`config.mk`:
```
export PLATFORM = sky130hd
export DESIGN_NAME = hpr_queue
export DESIGN_NICKNAME = d
export VERILOG_FILES = /design/src/hdl/hpr_pkg.sv /design/src/hdl/hpr_queue.sv
export SDC_FILE = /design/constraint.sdc
export NUM_CORES = 2
export LEC_CHECK = 0
export ABC_AREA = 0
export ABC_CLOCK_PERIOD_IN_PS = 5700
export BUFFER_PORTS_ARGS = -buffer_cell sky130_fd_sc_hd__buf_4
export CAP_MARGIN = 20
export CORE_MARGIN = 3
export CORE_UTILIZATION = 50
export DETAILED_ROUTE_END_ITERATION = 6
export PLACE_DENSITY = 0.66
export REMOVE_ABC_BUFFERS = 1
export SLEW_MARGIN = 20
export SYNTH_ARGS = -nofsm -noshare
export SYNTH_HDL_FRONTEND = slang
export SYNTH_SLANG_ARGS = --single-unit
```
`constraint.sdc`:
```
create_clock -name clock -period 5.7 [get_ports clock]
set_clock_uncertainty 0.1 [all_clocks]
set_input_delay 0.57 -clock clock [delete_from_list [all_inputs] [get_ports clock]]
set_output_delay 0.57 -clock clock [all_outputs]
set_load 0.05 [all_outputs]
```
`src/hdl/hpr_pkg.sv`:
```
// ----------------------------------------------------------------------------
// hpr_pkg: shared types, constants and hash round functions
// 16-byte key hash: seed state, mix and final rounds, queue status.
// ----------------------------------------------------------------------------
`default_nettype none
package hpr_pkg;

   localparam logic [31:0] HASH_GOLDEN     = 32'h9e37_79b9;
   localparam logic [31:0] HASH_INIT_EXTRA = 32'd3923095;
   localparam logic [31:0] KEY_BYTES       = 32'd16;
   localparam logic [63:0] PART_SEED       = 64'h7A5B_2236_7996_DCFD;
   localparam logic [63:0] PART_COMBINE    = 64'h49a0_f4dd_15e5_a8e3;

   localparam int MIX_STEPS   = 6;
   localparam int FINAL_STEPS = 7;
   localparam int HASH_STEPS  = MIX_STEPS + FINAL_STEPS;
   localparam int HASH_WIDTH  = 64;
   localparam int PART_WIDTH  = 32;
   localparam int QUEUE_DEPTH = 32;

   typedef struct packed {
      logic [31:0] a;
      logic [31:0] b;
      logic [31:0] c;
   } hpr_abc_type;

   typedef struct packed {
      logic empty;
      logic full;
   } hpr_qstat_type;

   function automatic logic [31:0] rotl32(input logic [31:0] x, input int r);
      rotl32 = (x << r) | (x >> (32 - r));
   endfunction

   function automatic hpr_abc_type mix_step(input int idx, input hpr_abc_type s);
      hpr_abc_type o;
      o = s;
      case (idx)
         0: begin o.a = (s.a - s.c) ^ rotl32(s.c, 4);  o.c = s.c + s.b; end
         1: begin o.b = (s.b - s.a) ^ rotl32(s.a, 6);  o.a = s.a + s.c; end
         2: begin o.c = (s.c - s.b) ^ rotl32(s.b, 8);  o.b = s.b + s.a; end
         3: begin o.a = (s.a - s.c) ^ rotl32(s.c, 16); o.c = s.c + s.b; end
         4: begin o.b = (s.b - s.a) ^ rotl32(s.a, 19); o.a = s.a + s.c; end
         default: begin o.c = (s.c - s.b) ^ rotl32(s.b, 4); o.b = s.b + s.a; end
      endcase
      return o;
   endfunction

   function automatic hpr_abc_type final_step(input int idx, input hpr_abc_type s);
      hpr_abc_type o;
      o = s;
      case (idx)
         0: o.c = (s.c ^ s.b) - rotl32(s.b, 14);
         1: o.a = (s.a ^ s.c) - rotl32(s.c, 11);
         2: o.b = (s.b ^ s.a) - rotl32(s.a, 25);
         3: o.c = (s.c ^ s.b) - rotl32(s.b, 16);
         4: o.a = (s.a ^ s.c) - rotl32(s.c, 4);
         5: o.b = (s.b ^ s.a) - rotl32(s.a, 14);
         default: o.c = (s.c ^ s.b) - rotl32(s.b, 24);
      endcase
      return o;
   endfunction

   function automatic hpr_abc_type seed_state();
      hpr_abc_type s;
      logic [31:0] init;
      init = HASH_GOLDEN + KEY_BYTES + HASH_INIT_EXTRA;
      s.a  = init + PART_SEED[63:32];
      s.b  = init + PART_SEED[31:0];
      s.c  = init;
      for (int i = 0; i < MIX_STEPS; i++) s = mix_step(i, s);
      return s;
   endfunction

endpackage
`default_nettype wire

```
`src/hdl/hpr_queue.sv`:
```
// ----------------------------------------------------------------------------
// hpr_queue: hash queue
// Small FIFO between hash pipeline and modulo pipeline.
// ----------------------------------------------------------------------------
`default_nettype none
module hpr_queue import hpr_pkg::*; #(
   parameter int DEPTH = QUEUE_DEPTH,
   parameter int WIDTH = HASH_WIDTH + 1
) (
   input  wire logic             clock,
   input  wire logic             reset,
   input  wire logic             push,
   input  wire logic [WIDTH-1:0] push_data,
   input  wire logic             pop,
   output logic [WIDTH-1:0]      pop_data,
   output hpr_qstat_type         status
);

   localparam int PTR_W = (DEPTH > 1) ? $clog2(DEPTH) : 1;
   localparam int CNT_W = $clog2(DEPTH + 1);

   logic [WIDTH-1:0] entry_ff [DEPTH];
   logic [PTR_W-1:0] head_ff, head_in, tail_ff, tail_in;
   logic [CNT_W-1:0] count_ff, count_in;

   always_comb begin
      head_in  = head_ff;
      tail_in  = tail_ff;
      count_in = count_ff;
      if (push) tail_in = (tail_ff == PTR_W'(DEPTH - 1)) ? '0 : tail_ff + 1'b1;
      if (pop)  head_in = (head_ff == PTR_W'(DEPTH - 1)) ? '0 : head_ff + 1'b1;
      if (push && !pop) count_in = count_ff + 1'b1;
      if (pop && !push) count_in = count_ff - 1'b1;
   end

   always_ff @(posedge clock) begin
      if (reset) begin
         head_ff  <= '0;
         tail_ff  <= '0;
         count_ff <= '0;
      end else begin
         head_ff  <= head_in;
         tail_ff  <= tail_in;
         count_ff <= count_in;
      end
      if (push) entry_ff[tail_ff] <= push_data;
   end

   assign pop_data     = entry_ff[head_ff];
   assign status.empty = (count_ff == '0);
   assign status.full  = (count_ff == CNT_W'(DEPTH));

endmodule
`default_nettype wire

```
==> results.yml <==
sta:
  fmax_ghz: 0.203
  finalMaxSlewViolations: 0
  period_needed_ns: 4.92
  relSlewSlack_pct: 24.7
  setup_viol: 0
  tns_ns: 0
  finalHoldViolations: 0
  fin_crit_sh_pct: 86.4
  rsz0062_at_grt: "no"
  tightest_slew_ns: 1.13
  fin_hold_ws_ns: 0.0605
place:
  dp_hpwl_um: 101000
  place_area_sq_um: 84400
  portBuffers: 135
  globalplace.congestion: 0.752
  dp_cells: 6029
synth:
  synth_top_cell_by_area: "edfxtp_1"
  synthCells: 3871
  yosys_warnings: 0
  synthTopCellsByCount: "edfxtp_1, mux2i_1, mux4_2"
  async_flop_share_pct: 0
  ys_types: 52
  ys.flop_type: "edfxtp_1"
  synth.most_common_cell: "edfxtp_1"
  synth_area_sq_um: 80500
  ys_seq_elements: 2101
  ys_seq_area_share_pct: 78.1
  synth_top_area_share_pct: 77.6
  synthTopCellsByArea: "edfxtp_1, mux4_2, mux2i_1, a22oi_1, a221oi_2"
  synth.avg_cell_area_sq_um: 20.8
  synth_edf_count: 2080
power:
  pwr_density_cell_nw_per_um2: 349
  ir_drop_uv: 347
  p_total_w: 0.0320
  p_leak_nw: 27.7
worst_setup_path:
  crit_arrival_ns: 4.25
  path_class: "reg2out"
  crit_chain: "buf_12, mux4_2, and2_1, a211oi_1, nor3_1, buf_4"
  crit_path_start_kind: "register"
  crit_fanout: 85
  max_stage_delay_ns: 0.88
  worstReg2RegStart: "tail_ff[0]$_SDFFE_PP0P_"
  end_kind: "output pin"
  worstPathRequired_ns: 5.03
  slowest_stage: "dfxtp_4"
grt:
  track_usage_pct: 23.1
  antenna_found_initial: 6
  grt_start_max_net_pins: 129
  grt_pass1_vias: 39900
  overflow: 0
  grt_pass1_wl_um: 280000
clock_tree:
  cts_sinks: 2101
  insertion_delay_ns: 0.81
  cts_buffers: 207
  clk_pin_slew_ns: 0.06
  htreeDepth: 4
  cts_resized: 0
  cts-root-buf: "clkbuf_16"
  clockBufferDepth: 3
  post_cts_buffers: 0
  cts_tree: "done"
  hold_buffers: 38
final_layout:
  fin_nets: 4210
  fin_cells: 6454
  area_growth_pct: 13.6
  drive_above_1_share_pct: 20.9
  stdcell_area_sq_um: 91400
route:
  wire_per_inst_um: 29.8
  via_count: 39600
  drtPass1Iterations: 5
  wl_um: 192000
  via_per_inst: 6.14
  route.detailed.drc: 0
  drt_iter0_drc: 4422
  ant_nets: 0
job:
  maxCapViolCount: 0
floorplan:
  die_w_um: 407
  start_util_pct: 50.6
  io_pins: 136
  coreArea_sq_um: 159000
  fp-row-count: 146
  die_h_um: 407
  die-area_sq_um: 166000
min_path:
  worstHoldPathType: "in2reg"
  min_from: "push_data[35]"
status:
  status: "finished clean"
[layer usage]
metal | up-vias | part of all wire (%) | GRT usage, % | wire length [um]
met2 | 1678 | 48 | 36.3 | 92000
met1 | 20900 | 41 | 33.1 | 79500
met5 | - | 0.016 | 0 | 31
li1 | 16700 | - | - | -
met4 | 4 | 2.8 | 7.16 | 5360
met3 | 336 | 8.0 | 4.45 | 15400
[layout make-up]
cell class,instances,area [sq um]
Tap cell,2146,2690
Multi-Input combinational cell,1546,16700
Timing Repair Buffer,269,2490
Antenna cell,3,7.51
Clock buffer,250,5410
Sequential cell,2101,62900
Clock inverter,133,1260
Fill cell,11600,67700
Inverter,6,22.5
[metrics by stage]
| stage | util [%] | setup WS [ns] |
|---|---|---|
| after global routing | 57.5 | 0.531 |
| after global placement | 53.0 | 1.61 |
| after CTS | 57.5 | 0.705 |
| after detailed placement | 53.0 | 1.61 |
| after floorplan | - | -17.84 |
| final | 57.5 | 0.778 |
[kinds of logic after synthesis]
logic type,Yosys count,share of synthesized area (%)
compound gates,428,4.21
flops,2101,78.1
buf+inv,224,1.54
simple gates,387,2.42
mux,715,13.5
xor+xnor,6,0.0653
fa+ha+maj,10,0.155
[critical path, delay by kind of cell (launching register included)]
kind,cells,cell delay (ns)
AOI/OAI and AO/OA,1,0.56
buffers and inverters,2,0.86
DFF,1,0.88
muxes,1,0.58
and+or+nand+nor,2,0.47
[final timing paths]
path	slack (ns)	end	cells past startpoint
setup / recovery	0.78	pop_data[62]	6
hold reg to reg	0.45	register	2
hold / removal	0.06	entry_ff[28][35]$_DFFE_PP_	1
setup reg to reg	2.53	entry_ff[16][46]$_DFFE_PP_	5
[report_power, final]
group          leakage (nW)  internal (W)  switching (W)  total (W)
Sequential             18.9        0.0171      0.0000433     0.0171
Clock                  3.25       0.00759        0.00572     0.0133
Combinational          5.51      0.000510        0.00103    0.00154
Total                  27.7        0.0252        0.00680     0.0320
[cell usage in the layout (no fill, tap or decap), drive strengths merged, types with 10 or more instances in the layout]
master and n:
a211oi 37, a21oi 40, a221oi 75, a22o 36, a22oi 156, a31oi 11
and3 23, buf 231, bufinv 18, clkbuf 250, clkinv 102, dfxtp 21
dlygate4sd3 38, edfxtp 2080, ha 10, inv 16, mux2i 419, mux4 294
nand2 86, nand3 74, nand4 23, nor2 72, nor2b 46, nor3 26
o21ai 17, o22ai 35
[flip-flops by register name (all words and copies together), names as in the netlist, named ones only]
name	flops
count_ff	6
entry_ff	2080
head_ff	5
tail_ff	5
Power figures use the tool's default switching activity.
