<file path="config.mk">
export PLATFORM = sky130hd
export DESIGN_NAME = hpr_hash_front
export DESIGN_NICKNAME = d
export VERILOG_FILES = /design/src/hdl/hpr_pkg.sv /design/src/hdl/hpr_hash_front.sv
export SDC_FILE = /design/constraint.sdc
export NUM_CORES = 2
export LEC_CHECK = 0
export BUFFER_PORTS_ARGS = -buffer_cell sky130_fd_sc_hd__buf_2
export CAP_MARGIN = 30
export CORE_ASPECT_RATIO = 1.75
export CORE_UTILIZATION = 55
export DETAILED_ROUTE_END_ITERATION = 10
export MAX_ROUTING_LAYER = met4
export PLACE_DENSITY = 0.82
export REMOVE_ABC_BUFFERS = 1
export SYNTH_ARGS = -nofsm -noshare
export SYNTH_HDL_FRONTEND = slang
export SYNTH_SLANG_ARGS = --single-unit
</file>
<file path="constraint.sdc">
create_clock -name clock -period 2.83 [get_ports clock]
set_input_delay 0.566 -clock clock [delete_from_list [all_inputs] [get_ports clock]]
set_output_delay 0.566 -clock clock [all_outputs]
set_load 0.01 [all_outputs]
</file>
<file path="src/hdl/hpr_pkg.sv">
// ----------------------------------------------------------------------------
// hpr_pkg: shared types, constants and hash round functions
// 16-byte key hash: seed state, mix and final rounds, queue status.
// ----------------------------------------------------------------------------
`default_nettype none
package hpr_pkg;

   localparam logic [31:0] HASH_GOLDEN     = 32'h9e37_79b9;
   localparam logic [31:0] HASH_INIT_EXTRA = 32'd3923095;
   localparam logic [31:0] KEY_BYTES       = 32'd16;
   localparam logic [63:0] PART_SEED       = 64'h7A5B_2236_7996_DCFD;
   localparam logic [63:0] PART_COMBINE    = 64'h49a0_f4dd_15e5_a8e3;

   localparam int MIX_STEPS   = 6;
   localparam int FINAL_STEPS = 7;
   localparam int HASH_STEPS  = MIX_STEPS + FINAL_STEPS;
   localparam int HASH_WIDTH  = 64;
   localparam int PART_WIDTH  = 32;
   localparam int QUEUE_DEPTH = 32;

   typedef struct packed {
      logic [31:0] a;
      logic [31:0] b;
      logic [31:0] c;
   } hpr_abc_type;

   typedef struct packed {
      logic empty;
      logic full;
   } hpr_qstat_type;

   function automatic logic [31:0] rotl32(input logic [31:0] x, input int r);
      rotl32 = (x << r) | (x >> (32 - r));
   endfunction

   function automatic hpr_abc_type mix_step(input int idx, input hpr_abc_type s);
      hpr_abc_type o;
      o = s;
      case (idx)
         0: begin o.a = (s.a - s.c) ^ rotl32(s.c, 4);  o.c = s.c + s.b; end
         1: begin o.b = (s.b - s.a) ^ rotl32(s.a, 6);  o.a = s.a + s.c; end
         2: begin o.c = (s.c - s.b) ^ rotl32(s.b, 8);  o.b = s.b + s.a; end
         3: begin o.a = (s.a - s.c) ^ rotl32(s.c, 16); o.c = s.c + s.b; end
         4: begin o.b = (s.b - s.a) ^ rotl32(s.a, 19); o.a = s.a + s.c; end
         default: begin o.c = (s.c - s.b) ^ rotl32(s.b, 4); o.b = s.b + s.a; end
      endcase
      return o;
   endfunction

   function automatic hpr_abc_type final_step(input int idx, input hpr_abc_type s);
      hpr_abc_type o;
      o = s;
      case (idx)
         0: o.c = (s.c ^ s.b) - rotl32(s.b, 14);
         1: o.a = (s.a ^ s.c) - rotl32(s.c, 11);
         2: o.b = (s.b ^ s.a) - rotl32(s.a, 25);
         3: o.c = (s.c ^ s.b) - rotl32(s.b, 16);
         4: o.a = (s.a ^ s.c) - rotl32(s.c, 4);
         5: o.b = (s.b ^ s.a) - rotl32(s.a, 14);
         default: o.c = (s.c ^ s.b) - rotl32(s.b, 24);
      endcase
      return o;
   endfunction

   function automatic hpr_abc_type seed_state();
      hpr_abc_type s;
      logic [31:0] init;
      init = HASH_GOLDEN + KEY_BYTES + HASH_INIT_EXTRA;
      s.a  = init + PART_SEED[63:32];
      s.b  = init + PART_SEED[31:0];
      s.c  = init;
      for (int i = 0; i < MIX_STEPS; i++) s = mix_step(i, s);
      return s;
   endfunction

endpackage
`default_nettype wire

</file>
<file path="src/hdl/hpr_hash_front.sv">
// ----------------------------------------------------------------------------
// hpr_hash_front: hash pipeline
// Free-running pipeline, one mix or final round a stage, then combine add.
// ----------------------------------------------------------------------------
`default_nettype none
module hpr_hash_front import hpr_pkg::*; (
   input  wire logic                  clock,
   input  wire logic                  reset,
   input  wire logic                  in_valid,
   input  wire logic [127:0]          in_key,
   input  wire logic                  in_last,
   output logic                       out_valid,
   output logic [HASH_WIDTH-1:0]      out_hash,
   output logic                       out_last
);

   localparam hpr_abc_type SEED_ABC = seed_state();

   logic        valid_ff [HASH_STEPS+1];
   logic        valid_in [HASH_STEPS+1];
   hpr_abc_type abc_ff   [HASH_STEPS+1];
   hpr_abc_type abc_in   [HASH_STEPS+1];
   logic [31:0] tail_ff  [HASH_STEPS+1];
   logic        last_ff  [HASH_STEPS+1];
   logic        out_valid_ff;
   logic [HASH_WIDTH-1:0] out_hash_ff;
   logic        out_last_ff;

   always_comb begin
      valid_in[0] = in_valid;
      abc_in[0].a = SEED_ABC.a + in_key[31:0];
      abc_in[0].b = SEED_ABC.b + in_key[63:32];
      abc_in[0].c = SEED_ABC.c + in_key[95:64];
      for (int k = 1; k <= HASH_STEPS; k++) begin
         valid_in[k] = valid_ff[k-1];
         if (k <= MIX_STEPS) begin
            abc_in[k] = mix_step(k - 1, abc_ff[k-1]);
         end else if (k == MIX_STEPS + 1) begin
            abc_in[k] = final_step(0, '{a: abc_ff[k-1].a + tail_ff[k-1],
                                        b: abc_ff[k-1].b, c: abc_ff[k-1].c});
         end else begin
            abc_in[k] = final_step(k - 1 - MIX_STEPS, abc_ff[k-1]);
         end
      end
   end

   always_ff @(posedge clock) begin
      if (reset) begin
         for (int k = 0; k <= HASH_STEPS; k++) valid_ff[k] <= 1'b0;
         out_valid_ff <= 1'b0;
      end else begin
         for (int k = 0; k <= HASH_STEPS; k++) valid_ff[k] <= valid_in[k];
         out_valid_ff <= valid_ff[HASH_STEPS];
      end
      abc_ff[0]  <= abc_in[0];
      tail_ff[0] <= in_key[127:96];
      last_ff[0] <= in_last;
      for (int k = 1; k <= HASH_STEPS; k++) begin
         abc_ff[k]  <= abc_in[k];
         tail_ff[k] <= tail_ff[k-1];
         last_ff[k] <= last_ff[k-1];
      end
      out_hash_ff <= {abc_ff[HASH_STEPS].b, abc_ff[HASH_STEPS].c} + PART_COMBINE;
      out_last_ff <= last_ff[HASH_STEPS];
   end

   assign out_valid = out_valid_ff;
   assign out_hash  = out_hash_ff;
   assign out_last  = out_last_ff;

endmodule
`default_nettype wire

</file>
==> results.toml, run 1 <==
[global_routing]
grt_pass1_vias = 77750
globalRouteTotalUtil = 0.5940
grt_start_max_net_pins = 20
grt_pass1_wl_um = 559800
gr-total-overflow = 413

[yosys]
synth_top_family_by_area = "compound AO/OA/AOI/OAI gates"
synthXorXnorAreaFrac = 0.1363
ys_seq_area_frac = 0.4482
ys_async_sr_fraction = 0
yosys.area_share.adder = 0.1150
yosys.cell_count.top_type = "dfxtp_1"
synth_top_area_frac = 0.4482
syn_area_mm2 = 0.07138
synth_flop_cell = "dfxtp_1"
synth_mux_area_frac = 0.0005610
syn_inst = 7272
synth-seq-cells = 1598
synth_edf_count = 0
synth_area_leaders = "dfxtp_1 45%, ha_1 11%, xnor2_1 7.8%, xor2_1 5.8%, a21oi_1 4.0%"
yosysTopAreaCell = "dfxtp_1"
synth_compound_area_frac = 0.1682
ys_types = 87
syn_area_per_cell_um2 = 9.815
synth_common_cells = "1598 x dfxtp_1, 636 x xnor2_1, 624 x ha_1"
yosys.area_share.simple = 0.09743
yosys_warnings = 0

[placed_design]
io_buffers = 197
dp_hpwl_um = 224700
place_congestion = 1.141
place_ws_ns = -0.8360
placedCellCount = 10390

[cts]
cts-root-buf = "clkbuf_16"
clk_path_buf_depth = 3
cts_sinks = 1598
numCtsBuffers = 143
cts_htree_levels = 4

[outcome]
haltStage = "5_1_grt"
error = "[ERROR GRT-0116] Global routing finished with congestion. Check the congestion regions in the DRC Viewer."
outcome = "did not finish"

[floorplan]
initial_core_util = 0.5547
dieHeight_um = 478.6
die_x_um = 274.3
io_pins = 198
row_count = 174
-- metal layers --
metal / GRT overflow / track usage
met3: 0 / 0.3374
met4: 129 / 0.6672
met2: 282 / 0.8654
met1: 2 / 0.4956
met5: - / -
-- repair_timing --
action / CTS
resized for setup: 636
hold buffers: 95
cloned: 1
buffers inserted: 111
hold endpoints to repair: 95
setup endpoints to repair: 281
pin swaps: 318
-- through the flow --
| stage | hold WS, ns | cell area [µm²] | TNS, ns |
|---|---|---|---|
| after floorplan | 0.3096 | 71060 | -0.8466 |
| after global placement | 0.3098 | 84660 | -70.07 |
| after detailed placement | 0.3121 | 84660 | -82.17 |
| after CTS | 0.002791 | 94180 | -5.107 |
-- cells by family after synthesis --
kind of cell	Yosys count
xor gates and xnor gates	1111
AOI/OAI and AO/OA	1856
buffers and inverters	650
and+or+nand+nor	1409
adders and majority gates	644
DFF	1598
muxes	4
==> run 2, diff against run 1 <==
--- a/config.mk
+++ b/config.mk
@@ -7,11 +7,9 @@
 export LEC_CHECK = 0
 export BUFFER_PORTS_ARGS = -buffer_cell sky130_fd_sc_hd__buf_2
 export CAP_MARGIN = 30
-export CORE_ASPECT_RATIO = 1.75
-export CORE_UTILIZATION = 55
+export CORE_UTILIZATION = 40
 export DETAILED_ROUTE_END_ITERATION = 10
-export MAX_ROUTING_LAYER = met4
-export PLACE_DENSITY = 0.82
+export PLACE_DENSITY_LB_ADDON = 0.15
 export REMOVE_ABC_BUFFERS = 1
 export SYNTH_ARGS = -nofsm -noshare
 export SYNTH_HDL_FRONTEND = slang
==> constraint.sdc (replaced) <==
create_clock -name clock -period 3.7 [get_ports clock]
set_input_delay 0.74 -clock clock [delete_from_list [all_inputs] [get_ports clock]]
set_output_delay 0.74 -clock clock [all_outputs]
set_load 0.01 [all_outputs]
==> run 2 against run 1 <==
The flow now finishes without violations. Synthesized cell count is the same. Area after synthesis unchanged.
==> results.toml, run 2 <==
[outcome]
outcome = "completed"

[detailed_routing]
dr.pass1.iters = 5
ant_nets = 0
drt_iter0_drc = 3448
num_vias = 52030
drc = 0
wl_per_cell_um = 20.34
viasPerCell = 5.110
wl_um = 207100

[setup_path]
reg2reg_slack_ns = 0.13
reg2reg_depth = 12
crit_fanout = 3
crit_path_end_kind = "register"
r2r_end = "abc_ff[0][542]"
r2r-start = "abc_ff[0][416]"
arrival_ns = 4.31
crit_type = "register to register"
crit_required_ns = 4.44
worstSetupStartpointType = "register"

[cts]
cts_tree = "done"
cts_sinks = 1598
clk_path_buf_depth = 3
numCtsBuffers = 173
cts-root-buf = "clkbuf_16"
postCtsSetupBuffers = 0
clk_pin_slew_ns = 0.06
cts_htree_levels = 4
worstSkewPairLatency_ns = 0.84

[placed_design]
place_ws_ns = 0.08999
post_dp_cell_area_mm2 = 0.07568
dp_hpwl_um = 169800
io_buffers = 197
place_congestion = 0.9147

[global_routing]
globalRoute.busiestLayer = "met2"
antenna_found_initial = 9
use_met1 = 0.3092
globalRouteTotalUtil = 0.2270
grt_start_max_net_pins = 17
gr-total-overflow = 0
grt_pass1_vias = 50890
grtUsageMet2 = 0.3714
grt_use_met3 = 0.03677
grt_pass1_wl_um = 310700

[floorplan]
core_area_mm2 = 0.1767
die_area_mm2 = 0.1801
initial_core_util = 0.4040
row_count = 154
io_pins = 198
die_x_um = 424.4
dieHeight_um = 424.4

[yosys]
synth_common_cells = "1598 x dfxtp_1, 636 x xnor2_1, 624 x ha_1"
yosysTopAreaCell = "dfxtp_1"
synth_top_area_frac = 0.4482
syn_inst = 7272
syn_area_mm2 = 0.07138
synth_edf_count = 0
ys_async_sr_fraction = 0
ys_types = 87
syn_area_per_cell_um2 = 9.815
ys_seq_area_frac = 0.4482
synth-seq-cells = 1598
synth_flop_cell = "dfxtp_1"
synth_area_leaders = "dfxtp_1 45%, ha_1 11%, xnor2_1 7.8%, xor2_1 5.8%, a21oi_1 4.0%"
yosys_warnings = 0
yosys.cell_count.top_type = "dfxtp_1"

[final_layout]
final_common_cell = "dfxtp_1"
nets = 8466
final_area_mm2 = 0.08233
n_fill_cell = 16770
layout-drive-gt1-share = 0.08418
post-route-util = 0.4660
syn2layout_area_growth_pct = 15.35
final_cell_mix = "1598 x dfxtp_1, 636 x xnor2_1, 624 x ha_1"
largest_register_ffs = 1280
top_register = "abc_ff"

[worst_hold_path]
min-delay-start = "in_key[33]"
hp-class = "primary input to register"
whs_path_depth = 2
min_to = "abc_ff[0][33]"

[timing]
finalSetupViolations = 0
period_minus_slack_ns = 3.573
fin_worst_skew_ns = 0.05041
fin_setup_tns_ns = 0
slew_viol_final = 0
clock.fmax_mhz = 279.9
worst_slew_pin_slew_ns = 0.9279
rsz0062_at_grt = "no"
min_period_over_period = 0.9656
hold_viol = 0
max-slew-margin-rel = 0.3733
layout_setup_ws_ns = 0.1273

[flow_run]
cap_violations = 0
-- run 2: cell counts after synthesis --
Identical to the previous run, type by type.
-- run 2: final cells by class --
class                   instances  area [µm²]  share of cell area
well taps                    2340        2928             0.03556
flip-flops and latches       1598       31990              0.3886
clock buffers                 227        4862             0.05906
multi-input cells            5024       36950              0.4488
diodes                          2       5.005          0.00006079
inverters                     569        2136             0.02594
repair buffers                324        2039             0.02477
clock inverters                98        1420             0.01725
-- run 2: through the flow --
step	hold WS (ns)	std cells
2_1_floorplan	0.3096	7191
3_3_place_gp	0.3095	9820
3_5_place_dp	0.3121	9820
4_1_cts	0.01103	10180
5_1_grt	0.02990	10180
6_report	0.07653	10180
-- run 2: critical path, stage by stage, from the launching register on --
cell	delay (ns)
dfxtp_1	0.31
inv_1	0.04
ha_1	0.21
fa_1	0.42
nor2b_1	0.14
o21ai_0	0.12
a21boi_0	0.21
o21ai_0	0.16
o311ai_0	0.64
a31oi_1	0.36
o31ai_2	0.47
a311oi_1	0.15
a211oi_1	0.23
-- run 2: how the worst max path moves through the flow --
stage / cells past startpoint / startpoint / slack [ns] / end
6_report: 12 / abc_ff[0][416] / 0.13 / abc_ff[0][542]
4_1_cts: 12 / abc_ff[0][416] / 0.13 / abc_ff[0][542]
2_1_floorplan: 10 / in_key[65] / 0.64 / abc_ff[0][31]
3_3_place_gp: 12 / in_key[0] / 0.07 / abc_ff[0][92]
3_5_place_dp: 12 / in_key[0] / 0.09 / abc_ff[0][94]
5_1_grt: 12 / abc_ff[0][416] / 0.007 / abc_ff[0][542]
-- run 2: cell families after synthesis --
logic type                 after synthesis  share of synthesized area
DFF                                   1598                     0.4482
muxes                                    4                  0.0005610
buffers and inverters                  650                    0.03429
and+or+nand+nor                       1409                    0.09743
xor gates and xnor gates              1111                     0.1363
adders and majority gates              644                     0.1150
AOI/OAI and AO/OA                     1856                     0.1682
-- run 2: repair_timing --
action / 4_1_cts / 5_1_grt
endpoints found under the hold margin: 35 / 0
hold buffers: 35 / 0
gates resized for setup: 0 / 4
endpoints found under the setup margin: 0 / 7
-- run 2: layer usage --
layer / share of wire / wire (µm)
met1: 0.47 / 96950
met2: 0.46 / 94990
met3: 0.052 / 10790
met4: 0.021 / 4351
met5: 0 / 0
Power of run 2 is not shown: default switching activity piles up to over one toggle a cycle in this logic, so the estimate is an artifact.
